[config.mk]
export PLATFORM = sky130hd
export DESIGN_NAME = load_cell_adc_reader_framer_core
export DESIGN_NICKNAME = d
export VERILOG_FILES = /design/src/rtl/lcafr_pkg.sv /design/src/rtl/lcafr_front.sv /design/src/rtl/lcafr_queue.sv /design/src/rtl/lcafr_back.sv /design/src/rtl/load_cell_adc_reader_framer_core.sv
export SDC_FILE = /design/constraint.sdc
export NUM_CORES = 1
export LEC_CHECK = 0
export BUFFER_PORTS_ARGS = -buffer_cell sky130_fd_sc_hd__buf_2
export CAP_MARGIN = 20
export CORE_MARGIN = 2
export CORE_UTILIZATION = 65
export CTS_CLUSTER_DIAMETER = 100
export DETAILED_ROUTE_END_ITERATION = 16
export PLACE_DENSITY = 0.95
export SYNTH_ARGS = -nofsm -noshare
export SYNTH_HDL_FRONTEND = slang
export SYNTH_SLANG_ARGS = --single-unit
[constraint.sdc]
create_clock -name clk -period 7.8 [get_ports clk]
set_input_delay 1.56 -clock clk [delete_from_list [all_inputs] [get_ports clk]]
set_output_delay 1.56 -clock clk [all_outputs]
set_load 0.005 [all_outputs]
[src/rtl/lcafr_pkg.sv]
// ----------------------------------------------------------------------------
// lcafr_pkg: shared types and constants for the load-cell reader/framer
// Sequencer phases, the job record passed from front to back, frame constants.
// ----------------------------------------------------------------------------
`default_nettype none

package lcafr_pkg;

  // Sequencer phases
  typedef enum logic [2:0] {
    PH_IDLE   = 3'd0,
    PH_SETTLE = 3'd1,
    PH_HIGH   = 3'd2,
    PH_LOW    = 3'd3,
    PH_XHIGH  = 3'd4,
    PH_XLOW   = 3'd5
  } phase_t;

  // Configuration register indexes
  localparam logic REG_SETTLE = 1'b0;
  localparam logic REG_HALF   = 1'b1;

  localparam logic [7:0] SETTLE_RESET = 8'd5;
  localparam logic [7:0] HALF_RESET   = 8'd2;

  // Frame layout
  localparam logic [7:0] FRAME_HEADER = 8'hAA;
  localparam int         FRAME_BEATS  = 6;
  localparam int         BEAT_W       = 3;

  typedef enum logic [BEAT_W-1:0] {
    BT_HEADER = 3'd0,
    BT_B3     = 3'd1,
    BT_B2     = 3'd2,
    BT_B1     = 3'd3,
    BT_B0     = 3'd4,
    BT_SUM    = 3'd5
  } beat_t;

  // Job handed from the sequencer to the frame emitter
  typedef struct packed {
    logic        frame;    // completing tick: six frame beats
    logic        clk_lvl;  // serial clock level after this tick
    logic [31:0] sample;   // held result, sign-extended
  } job_t;

  // Queue between front and back
  localparam int QDEPTH = 2;
  localparam int QPTR_W = 1;
  localparam int QCNT_W = 2;

endpackage

`default_nettype wire

[src/rtl/lcafr_front.sv]
// ----------------------------------------------------------------------------
// lcafr_front: tick sequencer
// Detects the start edge, times settle and clock phases, shifts in the data
// line and posts one job per accepted tick.
// ----------------------------------------------------------------------------
`default_nettype none

module lcafr_front #(
  parameter int SAMPLE_BITS = 24
) (
  input  wire logic              clk,
  input  wire logic              rst_n,
  input  wire logic              tick_valid,
  input  wire logic              data_line,
  output logic                   tick_ready,
  input  wire logic [7:0]        settle_ticks,
  input  wire logic [7:0]        half_period_ticks,
  output logic                   job_push,
  output lcafr_pkg::job_t        job,
  input  wire logic              job_ready
);

  localparam int PCNT_W = $clog2(SAMPLE_BITS + 1);
  localparam logic [PCNT_W-1:0] PULSES = PCNT_W'(SAMPLE_BITS);

  lcafr_pkg::phase_t phase_r, phase_nxt;
  logic                   prev_r, prev_nxt;
  logic [7:0]             tick_r, tick_nxt;
  logic [PCNT_W-1:0]      pulse_r, pulse_nxt;
  logic [SAMPLE_BITS-1:0] shift_r, shift_nxt;
  logic [31:0]            held_r, held_nxt;

  logic                   accept;
  logic [7:0]             half;
  logic [8:0]             tick_inc;
  logic                   settle_done;
  logic                   half_done;
  logic [PCNT_W-1:0]      pulse_inc;
  logic signed [SAMPLE_BITS-1:0] shift_next_s;

  assign tick_ready  = job_ready;
  assign accept      = tick_valid & job_ready;
  assign half        = (half_period_ticks == 8'd0) ? 8'd1 : half_period_ticks;
  assign tick_inc    = {1'b0, tick_r} + 9'd1;
  assign settle_done = tick_inc >= {1'b0, settle_ticks};
  assign half_done   = tick_inc >= {1'b0, half};
  assign pulse_inc   = pulse_r + PCNT_W'(1);
  assign shift_next_s = {shift_r[SAMPLE_BITS-2:0], data_line};

  // Next phase
  always_comb begin
    phase_nxt = phase_r;
    unique case (phase_r)
      lcafr_pkg::PH_IDLE: begin
        if (prev_r && !data_line) begin
          phase_nxt = (settle_ticks != 8'd0) ? lcafr_pkg::PH_SETTLE : lcafr_pkg::PH_HIGH;
        end
      end
      lcafr_pkg::PH_SETTLE: begin
        if (settle_done) phase_nxt = lcafr_pkg::PH_HIGH;
      end
      lcafr_pkg::PH_HIGH: begin
        if (half_done) phase_nxt = lcafr_pkg::PH_LOW;
      end
      lcafr_pkg::PH_XHIGH: begin
        if (half_done) phase_nxt = lcafr_pkg::PH_XLOW;
      end
      lcafr_pkg::PH_LOW: begin
        if (half_done) begin
          phase_nxt = (pulse_inc >= PULSES) ? lcafr_pkg::PH_XHIGH : lcafr_pkg::PH_HIGH;
        end
      end
      lcafr_pkg::PH_XLOW: begin
        if (half_done) phase_nxt = lcafr_pkg::PH_IDLE;
      end
      default: phase_nxt = lcafr_pkg::PH_IDLE;
    endcase
  end

  // Counters, shifter and job
  always_comb begin
    prev_nxt  = data_line;
    tick_nxt  = tick_r;
    pulse_nxt = pulse_r;
    shift_nxt = shift_r;
    held_nxt  = held_r;
    job.frame   = 1'b0;
    job.clk_lvl = 1'b0;
    unique case (phase_r) inside
      lcafr_pkg::PH_IDLE: begin
        if (prev_r && !data_line) begin
          tick_nxt  = 8'd0;
          pulse_nxt = '0;
          shift_nxt = '0;
        end
      end
      lcafr_pkg::PH_SETTLE: begin
        tick_nxt = settle_done ? 8'd0 : tick_inc[7:0];
      end
      lcafr_pkg::PH_HIGH, lcafr_pkg::PH_XHIGH: begin
        job.clk_lvl = 1'b1;
        tick_nxt    = half_done ? 8'd0 : tick_inc[7:0];
      end
      lcafr_pkg::PH_LOW: begin
        tick_nxt = half_done ? 8'd0 : tick_inc[7:0];
        if (half_done) begin
          shift_nxt = shift_next_s;
          pulse_nxt = pulse_inc;
        end
      end
      lcafr_pkg::PH_XLOW: begin
        tick_nxt = half_done ? 8'd0 : tick_inc[7:0];
        if (half_done) begin
          held_nxt  = 32'(signed'(shift_r));
          pulse_nxt = '0;
          job.frame = 1'b1;
        end
      end
      default: tick_nxt = 8'd0;
    endcase
    job.sample = held_nxt;
  end

  assign job_push = accept;

  always_ff @(posedge clk) begin
    if (!rst_n) begin
      phase_r <= lcafr_pkg::PH_IDLE;
      prev_r  <= 1'b1;
      tick_r  <= 8'd0;
      pulse_r <= '0;
      shift_r <= '0;
      held_r  <= 32'd0;
    end else if (accept) begin
      phase_r <= phase_nxt;
      prev_r  <= prev_nxt;
      tick_r  <= tick_nxt;
      pulse_r <= pulse_nxt;
      shift_r <= shift_nxt;
      held_r  <= held_nxt;
    end
  end

endmodule

`default_nettype wire

[src/rtl/lcafr_queue.sv]
// ----------------------------------------------------------------------------
// lcafr_queue: two-entry job queue
// Decouples the tick sequencer from the frame emitter; push and pop may
// happen in the same cycle.
// ----------------------------------------------------------------------------
`default_nettype none

module lcafr_queue (
  input  wire logic              clk,
  input  wire logic              rst_n,
  input  wire logic              push,
  input  wire lcafr_pkg::job_t   push_data,
  output logic                   not_full,
  input  wire logic              pop,
  output logic                   not_empty,
  output lcafr_pkg::job_t        head
);

  lcafr_pkg::job_t mem_r [lcafr_pkg::QDEPTH];
  logic [lcafr_pkg::QPTR_W-1:0] wr_r, wr_nxt, rd_r, rd_nxt;
  logic [lcafr_pkg::QCNT_W-1:0] cnt_r, cnt_nxt;
  logic do_push, do_pop;

  assign not_full  = cnt_r != lcafr_pkg::QCNT_W'(lcafr_pkg::QDEPTH);
  assign not_empty = cnt_r != '0;
  assign do_push   = push & not_full;
  assign do_pop    = pop & not_empty;
  assign head      = mem_r[rd_r];

  always_comb begin
    wr_nxt  = do_push ? wr_r + 1'b1 : wr_r;
    rd_nxt  = do_pop ? rd_r + 1'b1 : rd_r;
    cnt_nxt = cnt_r + lcafr_pkg::QCNT_W'(do_push) - lcafr_pkg::QCNT_W'(do_pop);
  end

  always_ff @(posedge clk) begin
    if (!rst_n) begin
      wr_r  <= '0;
      rd_r  <= '0;
      cnt_r <= '0;
    end else begin
      wr_r  <= wr_nxt;
      rd_r  <= rd_nxt;
      cnt_r <= cnt_nxt;
    end
  end

  always_ff @(posedge clk) begin
    if (do_push) mem_r[wr_r] <= push_data;
  end

endmodule

`default_nettype wire

[src/rtl/lcafr_back.sv]
// ----------------------------------------------------------------------------
// lcafr_back: result emitter
// Expands each job into one status beat or a six-byte frame, into an output
// register that takes a new beat whenever the old one leaves.
// ----------------------------------------------------------------------------
`default_nettype none

module lcafr_back (
  input  wire logic              clk,
  input  wire logic              rst_n,
  input  wire logic              job_valid,
  input  wire lcafr_pkg::job_t   job,
  output logic                   job_pop,
  output logic                   out_valid,
  input  wire logic              out_ready,
  output logic                   clock_line,
  output logic                   byte_valid,
  output logic [7:0]             frame_byte,
  output logic                   frame_last,
  output logic [23:0]            latest_sample
);

  lcafr_pkg::beat_t beat_r, beat_nxt;
  logic        valid_r, valid_nxt;
  logic        clk_r, bvalid_r, last_r;
  logic [7:0]  byte_r;
  logic [23:0] sample_r;

  logic        load;
  logic        job_done;
  logic [7:0]  byte_sel;
  logic [7:0]  checksum;

  assign load     = !valid_r || out_ready;
  assign job_pop  = load && job_valid;
  assign job_done = !job.frame || (beat_r == lcafr_pkg::BT_SUM);
  assign checksum = job.sample[31:24] + job.sample[23:16] + job.sample[15:8]
                  + job.sample[7:0];

  always_comb begin
    case (beat_r)
      lcafr_pkg::BT_HEADER: byte_sel = lcafr_pkg::FRAME_HEADER;
      lcafr_pkg::BT_B3:     byte_sel = job.sample[31:24];
      lcafr_pkg::BT_B2:     byte_sel = job.sample[23:16];
      lcafr_pkg::BT_B1:     byte_sel = job.sample[15:8];
      lcafr_pkg::BT_B0:     byte_sel = job.sample[7:0];
      lcafr_pkg::BT_SUM:    byte_sel = checksum;
      default:              byte_sel = 8'd0;
    endcase
  end

  always_comb begin
    beat_nxt  = beat_r;
    valid_nxt = valid_r;
    if (job_pop) begin
      valid_nxt = 1'b1;
      beat_nxt  = job_done ? lcafr_pkg::BT_HEADER
                           : lcafr_pkg::beat_t'(beat_r + 3'd1);
    end else if (out_ready) begin
      valid_nxt = 1'b0;
    end
  end

  // job_pop here means a beat is issued; the queue entry itself only leaves
  // on the final beat of its job (see top level).
  always_ff @(posedge clk) begin
    if (!rst_n) begin
      valid_r <= 1'b0;
      beat_r  <= lcafr_pkg::BT_HEADER;
    end else begin
      valid_r <= valid_nxt;
      beat_r  <= beat_nxt;
    end
  end

  always_ff @(posedge clk) begin
    if (job_pop) begin
      clk_r    <= job.frame ? 1'b0 : job.clk_lvl;
      bvalid_r <= job.frame;
      byte_r   <= job.frame ? byte_sel : 8'd0;
      last_r   <= job.frame && (beat_r == lcafr_pkg::BT_SUM);
      sample_r <= job.sample[23:0];
    end
  end

  assign out_valid     = valid_r;
  assign clock_line    = clk_r;
  assign byte_valid    = bvalid_r;
  assign frame_byte    = byte_r;
  assign frame_last    = last_r;
  assign latest_sample = sample_r;

endmodule

`default_nettype wire

[src/rtl/load_cell_adc_reader_framer_core.sv]
// ----------------------------------------------------------------------------
// load_cell_adc_reader_framer_core: load-cell converter reader and framer
// Serial read sequencer with a queued frame emitter on a stream interface.
// ----------------------------------------------------------------------------
// Each input request is one timing tick carrying the converter's data-line
// level; each tick produces one result request carrying the serial clock
// level to drive next. While idle, a high-to-low data-line edge starts a
// read: settle_ticks low ticks, then SAMPLE_BITS clock pulses of
// half_period_ticks high and half_period_ticks low (zero counts as one),
// sampling MSB first on the last low tick, then one extra pulse (channel A,
// gain 128). The tick ending that pulse yields six result requests instead
// of one: 0xAA, the sign-extended value as four big-endian bytes, and their
// byte sum mod 256 (tlast set). Throughput is one tick per clock while the
// job queue has room; the sequencer state updates on each accepted tick.
// On a completing tick the emitter issues the frame's six beats one by one,
// so the input side stalls while the two-entry job queue is full.
// Output is fully registered; a new tick is taken while a previous result
// still waits downstream.
// Configuration writes are expected only while the block is idle.
// ----------------------------------------------------------------------------
`default_nettype none

module load_cell_adc_reader_framer_core #(
  parameter int SAMPLE_BITS = 24
) (
  input  wire logic        clk,
  input  wire logic        rst_n,
  // tick input
  input  wire logic        in_tvalid,
  output logic             in_tready,
  input  wire logic [7:0]  in_tdata,   // [0] data_line, [7:1] zero
  // results
  output logic             out_tvalid,
  input  wire logic        out_tready,
  output logic [39:0]      out_tdata,  // [0] clock_line, [8:1] frame_byte,
                                       // [32:9] latest_sample, [39:33] zero
  output logic             out_tuser,  // byte_valid
  output logic             out_tlast,  // frame_last
  // configuration
  input  wire logic        cfg_we,
  input  wire logic        cfg_addr,   // 0 settle_ticks, 1 half_period_ticks
  input  wire logic [7:0]  cfg_wdata
);

  logic [7:0] settle_r, half_r;

  always_ff @(posedge clk) begin
    if (!rst_n) begin
      settle_r <= lcafr_pkg::SETTLE_RESET;
      half_r   <= lcafr_pkg::HALF_RESET;
    end else if (cfg_we) begin
      unique case (cfg_addr)
        lcafr_pkg::REG_SETTLE: settle_r <= cfg_wdata;
        lcafr_pkg::REG_HALF:   half_r   <= cfg_wdata;
      endcase
    end
  end

  lcafr_pkg::job_t push_job, head_job;
  logic push, q_not_full, q_not_empty, beat_issue, q_pop;
  logic last_beat;

  lcafr_front #(
    .SAMPLE_BITS(SAMPLE_BITS)
  ) u_front (
    .clk              (clk),
    .rst_n            (rst_n),
    .tick_valid       (in_tvalid),
    .data_line        (in_tdata[0]),
    .tick_ready       (in_tready),
    .settle_ticks     (settle_r),
    .half_period_ticks(half_r),
    .job_push         (push),
    .job              (push_job),
    .job_ready        (q_not_full)
  );

  lcafr_queue u_queue (
    .clk      (clk),
    .rst_n    (rst_n),
    .push     (push),
    .push_data(push_job),
    .not_full (q_not_full),
    .pop      (q_pop),
    .not_empty(q_not_empty),
    .head     (head_job)
  );

  logic        clock_line, byte_valid, frame_last;
  logic [7:0]  frame_byte;
  logic [23:0] latest_sample;

  lcafr_back u_back (
    .clk          (clk),
    .rst_n        (rst_n),
    .job_valid    (q_not_empty),
    .job          (head_job),
    .job_pop      (beat_issue),
    .out_valid    (out_tvalid),
    .out_ready    (out_tready),
    .clock_line   (clock_line),
    .byte_valid   (byte_valid),
    .frame_byte   (frame_byte),
    .frame_last   (frame_last),
    .latest_sample(latest_sample)
  );

  logic u_back_last;
  lcafr_pkg::beat_t beat_track_r, beat_track_nxt;

  // A queue entry retires on the last beat of its job: the only beat of a
  // plain tick, or the checksum beat of a frame.
  always_comb begin
    last_beat = !head_job.frame;
    if (head_job.frame) begin
      last_beat = u_back_last;
    end
  end

  assign u_back_last = beat_track_r == lcafr_pkg::BT_SUM;
  assign q_pop       = beat_issue && last_beat;

  // Mirrors the emitter's beat counter to decide when to retire the entry.
  always_comb begin
    beat_track_nxt = beat_track_r;
    if (beat_issue) begin
      beat_track_nxt = last_beat ? lcafr_pkg::BT_HEADER
                                 : lcafr_pkg::beat_t'(beat_track_r + 3'd1);
    end
  end

  always_ff @(posedge clk) begin
    if (!rst_n) begin
      beat_track_r <= lcafr_pkg::BT_HEADER;
    end else begin
      beat_track_r <= beat_track_nxt;
    end
  end

  assign out_tdata = {7'd0, latest_sample, frame_byte, clock_line};
  assign out_tuser = byte_valid;
  assign out_tlast = frame_last;

endmodule

`default_nettype wire
After elaboration in Yosys (flattened, before gate mapping)
Memory sizes are Yosys's and may differ from the RTL's. A register that Yosys moved wholly into a read port is not among the register bits.
Index checks and enable logic that the tools add are counted.
{ "word_totals": {"regBits": 135, "ram_bits": 68, "input_bits": 22, "output_inout_bits": 44, "elab_cells": 117, "n_memories": 1} }
{ "op_classes": {"add_sub_neg": 11, "magnitude_cmp": 3, "n_eq_ne": 18, "n_mux": 36, "bitwise_logic": 4, "n_reduce_logical": 25} }
{ "memory_table": {"columns": ["name", "depth", "word_bits", "read_ports", "rd_ports_with_merged_regs", "write_ports", "line_no", "rtl"], "rows": [
  ["u_queue.mem_r", 2, 34, 1, 1, 1, "lcafr_queue.sv:19", "lcafr_pkg::job_t mem_r [lcafr_pkg::QDEPTH];"]
]} }
{ "ops": {"columns": ["operator", "n"], "rows": [
  ["32-bit 2-to-1 mux", 2],
  ["24-bit 2-to-1 mux", 2],
  ["24-bit case mux with 2 select lines", 1],
  ["8-bit case mux with 6 select lines", 1],
  ["8-bit 2-to-1 mux", 4],
  ["3-bit 2-to-1 mux", 9],
  ["8-bit adder", 3],
  ["8-bit case mux with 3 select lines", 1],
  ["9-bit by 8-bit greater-or-equal comparator with 1-bit output", 2],
  ["3-bit case mux with 6 select lines", 1],
  ["3-bit equality test (second input constant)", 5],
  ["5-bit 2-to-1 mux", 3],
  ["5-bit case mux with 3 select lines", 1],
  ["3-bit by 2-bit equality test with 1-bit output (second input constant)", 4],
  ["1-bit 2-to-1 mux", 10],
  ["2-bit by 1-bit != test with 1-bit output (second input constant)", 5],
  ["8-bit by 1-bit adder with 9-bit output (second input constant)", 1],
  ["8-bit zero test", 1],
  ["8-bit nonzero test", 1],
  ["7-bit AND reduction", 1],
  ["3-bit by 1-bit adder with 3-bit output (second input constant)", 2],
  ["3-bit by 1-bit equality test with 1-bit output (second input constant)", 2],
  ["3-bit zero test", 2],
  ["2-bit AND reduction", 3],
  ["other kinds (18)", 30]
]} }

Depth between registers and ports, before layout
{ "logic_depth": {"word_depth": 7, "mapped_depth": 16} }

By module
A second synthesis with hierarchy kept.
{ "unflattened": {"cells_unflattened": 876, "area_unflattened_um2": 9786.9} }
{ "modules_own_cells": {"columns": ["mod", "instances", "cells_each", "area_each_um2", "seq_area_each_um2"], "rows": [
  ["lcafr_front", 1, 444, 3880.0, 1461.4],
  ["lcafr_queue", 1, 135, 2726.4, 2142.1],
  ["lcafr_back", 1, 197, 2336.0, 1131.1],
  ["load_cell_adc_reader_framer_core", 1, 100, 844.6, 380.4]
]} }

Least setup slack after synthesis
Ideal clock, no wire load.
{ "synth_path": {"kind": "reg-to-reg", "startpoint": "reg (tool-made name)", "endpoint": "reg u_back.byte_r[6] (netlist: u_back.frame_byte[6]) (data pin)", "setup_ns": 0.270, "arrival_time_ns": 3.525, "required_ns": 7.530, "setup_slack_ns": 4.005, "path_stages_with_launch": 16, "period_less_slack_ns": 3.795, "cell_sequence": "dfxtp_1 -> buf_2 -> buf_2 -> buf_2 -> mux2_2 -> inv_1 -> fa_1 -> fa_1 -> inv_1 -> ha_1 -> a21o_1 -> a21oi_1 -> o21ai_0 -> xor2_1 -> a21oi_1 -> nor2_1"} }
{ "synth_rtl": {"columns": ["element", "line_no", "rtl"], "rows": [
  ["to (signal assigned)", "lcafr_back.sv:80", "byte_r <= job.frame ? byte_sel : 8'd0;"],
  ["to (decl)", "lcafr_back.sv:26", "logic [7:0] byte_r;"]
]} }

==> metrics.md <==
| Metric | Value |
|---|---|
| CTS Hold Bufs | 0 |
| CP Cell Sequence | buf_4 -> mux2_2 -> inv_1 -> fa_1 -> fa_1 -> inv_1 -> ha_1 -> inv_1 -> fa_1 -> nand2b_1 -> a21oi_1 -> o22ai_1 -> xnor2_1 -> nand2_1 -> a31oi_1 |
| Grt total ovfl | 0 |
| Sw Share | 32.30% |
| Via count | 6578 |
| Unique masters post-synth | 70 |
| Area of the multi-input gates | 3725 um2 |
| # nets final | 942 |
| Post-CTS Setup Bufs | 0 |
| Max Buffers Root-to-Sink | 3 |
| Most common cell after layout, fill and taps aside | edfxtp_1 |
| Layout area overhead | 10.42% |
| Post_cts resized | 0 |
| Syn_area_per_cell | 11.15 um2 |
| Reg power frac | 37.9% |
| Root buffer cell | clkbuf_16 |
| Psw | 1172 uW |
| Final period util | 52.35% |
| Detailed Route WL | 19850 um |
| Slowest cell on crit path | fa_1 |
| Final setup violation count | 0 |
| Worst Path Max Fanout | 34 |
| Setup TNS | 0 ns |
| Most frequent cells in the layout | edfxtp_1, dfxtp_1, nand2_1 |
| Initial antenna violation count | 0 |
| Post-synth top flop | edfxtp_1 |
| Max-cap check violation count | 0 |
| Initial drt markers | 740 |
| Die Wd | 123.8 um |
| Number of I/O port buffers | 51 |
| Number of flops mapped to enable cells by yosys | 103 |
| Pint | 2458 uW |
| FFs w/ async S/R, synth | 0% |
| Area of the die | 15330 um2 |
| Clk_skew | 0.01881 ns |
| Rel. slew slack | 40.93% |
| Share of cells above drive strength 1 | 16.95% |
| CTS sink count | 204 |
| Routed WL per cell | 18.63 um |
| Tot Pwr | 3630 uW |
| Io pins | 66 |
| CP endpoint kind | register |
| Worst stage delay on the critical path | 0.50 ns |
| Fmax | 244.9 MHz |
| Post-DR vias/cell | 6.177 |
| Critical path required time | 8.01 ns |
| DRT antenna net count | 0 |
| Kind of critical path | register to register |
| Unrepaired setup endpoints after global routing | no |
| Worst-Margin Slew | 0.8860 ns |
| Diodes inserted | 0 |
| Number of H-tree levels | 1 |
| Drt pass-1 iters | 5 |
| Clock slew at the register clock pins of the worst setup and hold paths | 0.06 ns |
| Worst-Skew Late Latency | 0.50 ns |
| First-pass GRT wire length | 31440 um |
| Drt drc | 0 |
| Post-synth top area share | 33.15% |
| Cell taking the most area after synthesis | edfxtp_1 |
| Fillers | 844 |
| XOR/XNOR share of the synthesized area | 2.199% |
| Die Ht | 123.8 um |
| Status | finished, final reports clean |
| Leak | 0.003946 uW |
| Synth Area in Simple Gates | 11.53% |
| Vias in the first global route | 6341 |
| Compound-gate portion of the synthesized area | 11.34% |
| CTS Buf Count | 20 |
| Post-synthesis sequential area ratio | 54.81% |
| Starting density of the core | 66.97% |
| Logic pwr share | 34.5% |
| CTS tree | built |
| Worst setup SP type | register |
| PD cells | 352.3 nW/um2 |
| Peak VDD IR | 294.0 uV |
| Core area | 13930 um2 |
| Reg area | 5115 um2 |
| Post-synthesis register bit count | 204 |
| Syn Inst Count | 837 |
| Slew Viols, Final | 0 |
| Largest net degree at the start of global routing | 94 |
| WP data arrival | 4.29 ns |
| Adder-cell area share of the yosys netlist | 7.696% |
| All-Layer GR Usage | 26.41% |
| Global placer's final weighted congestion | 0.8962 |
| Synth top area cells | edfxtp_1, dfxtp_1, mux2_2, ha_1, nand2_1 |
| Mapped cell area | 9331 um2 |
| Synth warnings | 0 |
| Main combinational cell family by area after synthesis | simple AND/OR/NAND/NOR gates |
| Clock share of power | 27.6% |
| Worst Hold Class | register to register |
| DP Wirelength | 12590 um |
| Hold Vio Cnt, Final | 0 |
| Post-synthesis mux area share | 6.704% |
| Minimum clock period | 4.084 ns |
| Site Rows | 43 |
-- sequential cells by signal, indices dropped and copies added (netlist names), 5 cells and up, named ones only --
| name | cells |
|---|---|
| u_queue.mem_r | 68 |
| u_front.held_r | 32 |
| u_back.latest_sample | 24 |
| u_front.shift_r | 24 |
| half_r | 8 |
| settle_r | 8 |
| u_back.frame_byte | 8 |
| u_front.tick_r | 8 |
| u_front.pulse_r | 5 |
-- worst paths after layout --
path / cells after the start / endpoint / start / slack, ns
worst max-delay path: 15 / u_back.frame_byte[7]$_SDFFCE_PN0P_ / register / 3.72
worst min-delay path: 2 / u_front.held_r[3]$_SDFFE_PN0P_ / u_front.held_r[3]$_SDFFE_PN0P_ / 0.46
worst max register to register: 15 / u_back.frame_byte[7]$_SDFFCE_PN0P_ / register / 3.72
worst min register to register: 2 / u_front.held_r[3]$_SDFFE_PN0P_ / u_front.held_r[3]$_SDFFE_PN0P_ / 0.46
-- cells by family after synthesis --
| kind of cell | after synthesis |
|---|---|
| compound gates | 162 |
| xor+xnor | 21 |
| fa+ha+maj | 49 |
| flops | 204 |
| other cells | 1 |
| mux | 57 |
| simple gates | 227 |
| buf+inv | 116 |
-- critical path: cells and delay by family (launching register included) --
family	cells	cell delay (ns)
adder cells (fa/ha/maj)	4	1.53
multiplexers	1	0.45
buffers and inverters	4	0.66
flip-flops	1	0.31
AND/OR/NAND/NOR	2	0.26
AO/OA/AOI/OAI	3	0.43
XOR/XNOR	1	0.15
-- per-stage QoR --
step                instance area (um2)  util [%]  std cells  setup WS (ns)  hold WS, ns
detailed placement                 9617     69.01       1029          3.777       0.4491
CTS                               10300     73.94       1065          3.751       0.4616
finish                            10300     73.94       1065          3.716       0.4602
global placement                   9617     69.01       1029          3.886       0.4412
floorplan                          9354         -        843          4.005       0.4326
global route                      10300     73.94       1065          3.448       0.4759
-- power by group through the flow --
stage	sequential [uW]	clock (uW)	combinational [uW]
finish	1370	1000	1250
global route	1390	1040	1400
CTS	1380	1010	1250
detailed placement	1400	0	1230
global placement	1380	0	1170
floorplan	1400	0	899
-- synth_stat cells, drive strengths merged, types with 2 or more instances --
| library cell | n |
|---|---|
| edfxtp | 103 |
| or2 | 3 |
| a211oi | 4 |
| mux2 | 44 |
| nand3 | 44 |
| a22oi | 3 |
| clkbuf | 22 |
| fa | 14 |
| nand3b | 3 |
| o22ai | 27 |
| a21o | 3 |
| xor2 | 9 |
| o21ai | 44 |
| nor2b | 9 |
| a32oi | 11 |
| nor2 | 35 |
| and2 | 3 |
| o211ai | 3 |
| nor3 | 5 |
| nor4 | 3 |
| buf | 31 |
| mux2i | 13 |
| inv | 62 |
| a31o | 9 |
| or3 | 5 |
| a222oi | 3 |
| nand4 | 3 |
| a2bb2oi | 2 |
| a31oi | 5 |
| and3 | 5 |
| xnor2 | 11 |
| a21oi | 37 |
| dfxtp | 101 |
| ha | 35 |
| nand2 | 100 |
| nand2b | 6 |
-- cell type report --
cell class | count | area share [%]
clock buffers | 28 | 5.549
clock inverters | 8 | 1.117
inverters | 63 | 2.295
multi-input cells | 523 | 36.15
flip-flops and latches | 204 | 49.64
well taps | 180 | 2.186
repair buffers | 59 | 3.060
-- per-layer routing --
metal	up-vias	global-route usage [%]	part of all wire [%]	wire (um)
li1	3030	-	-	-
met1	3146	32.09	39	7666
met2	327	45.78	50	9950
met3	75	4.670	7.1	1417
met4	0	12.43	4.1	811
met5	-	0	0	0
Power figures use the tool's default switching activity.
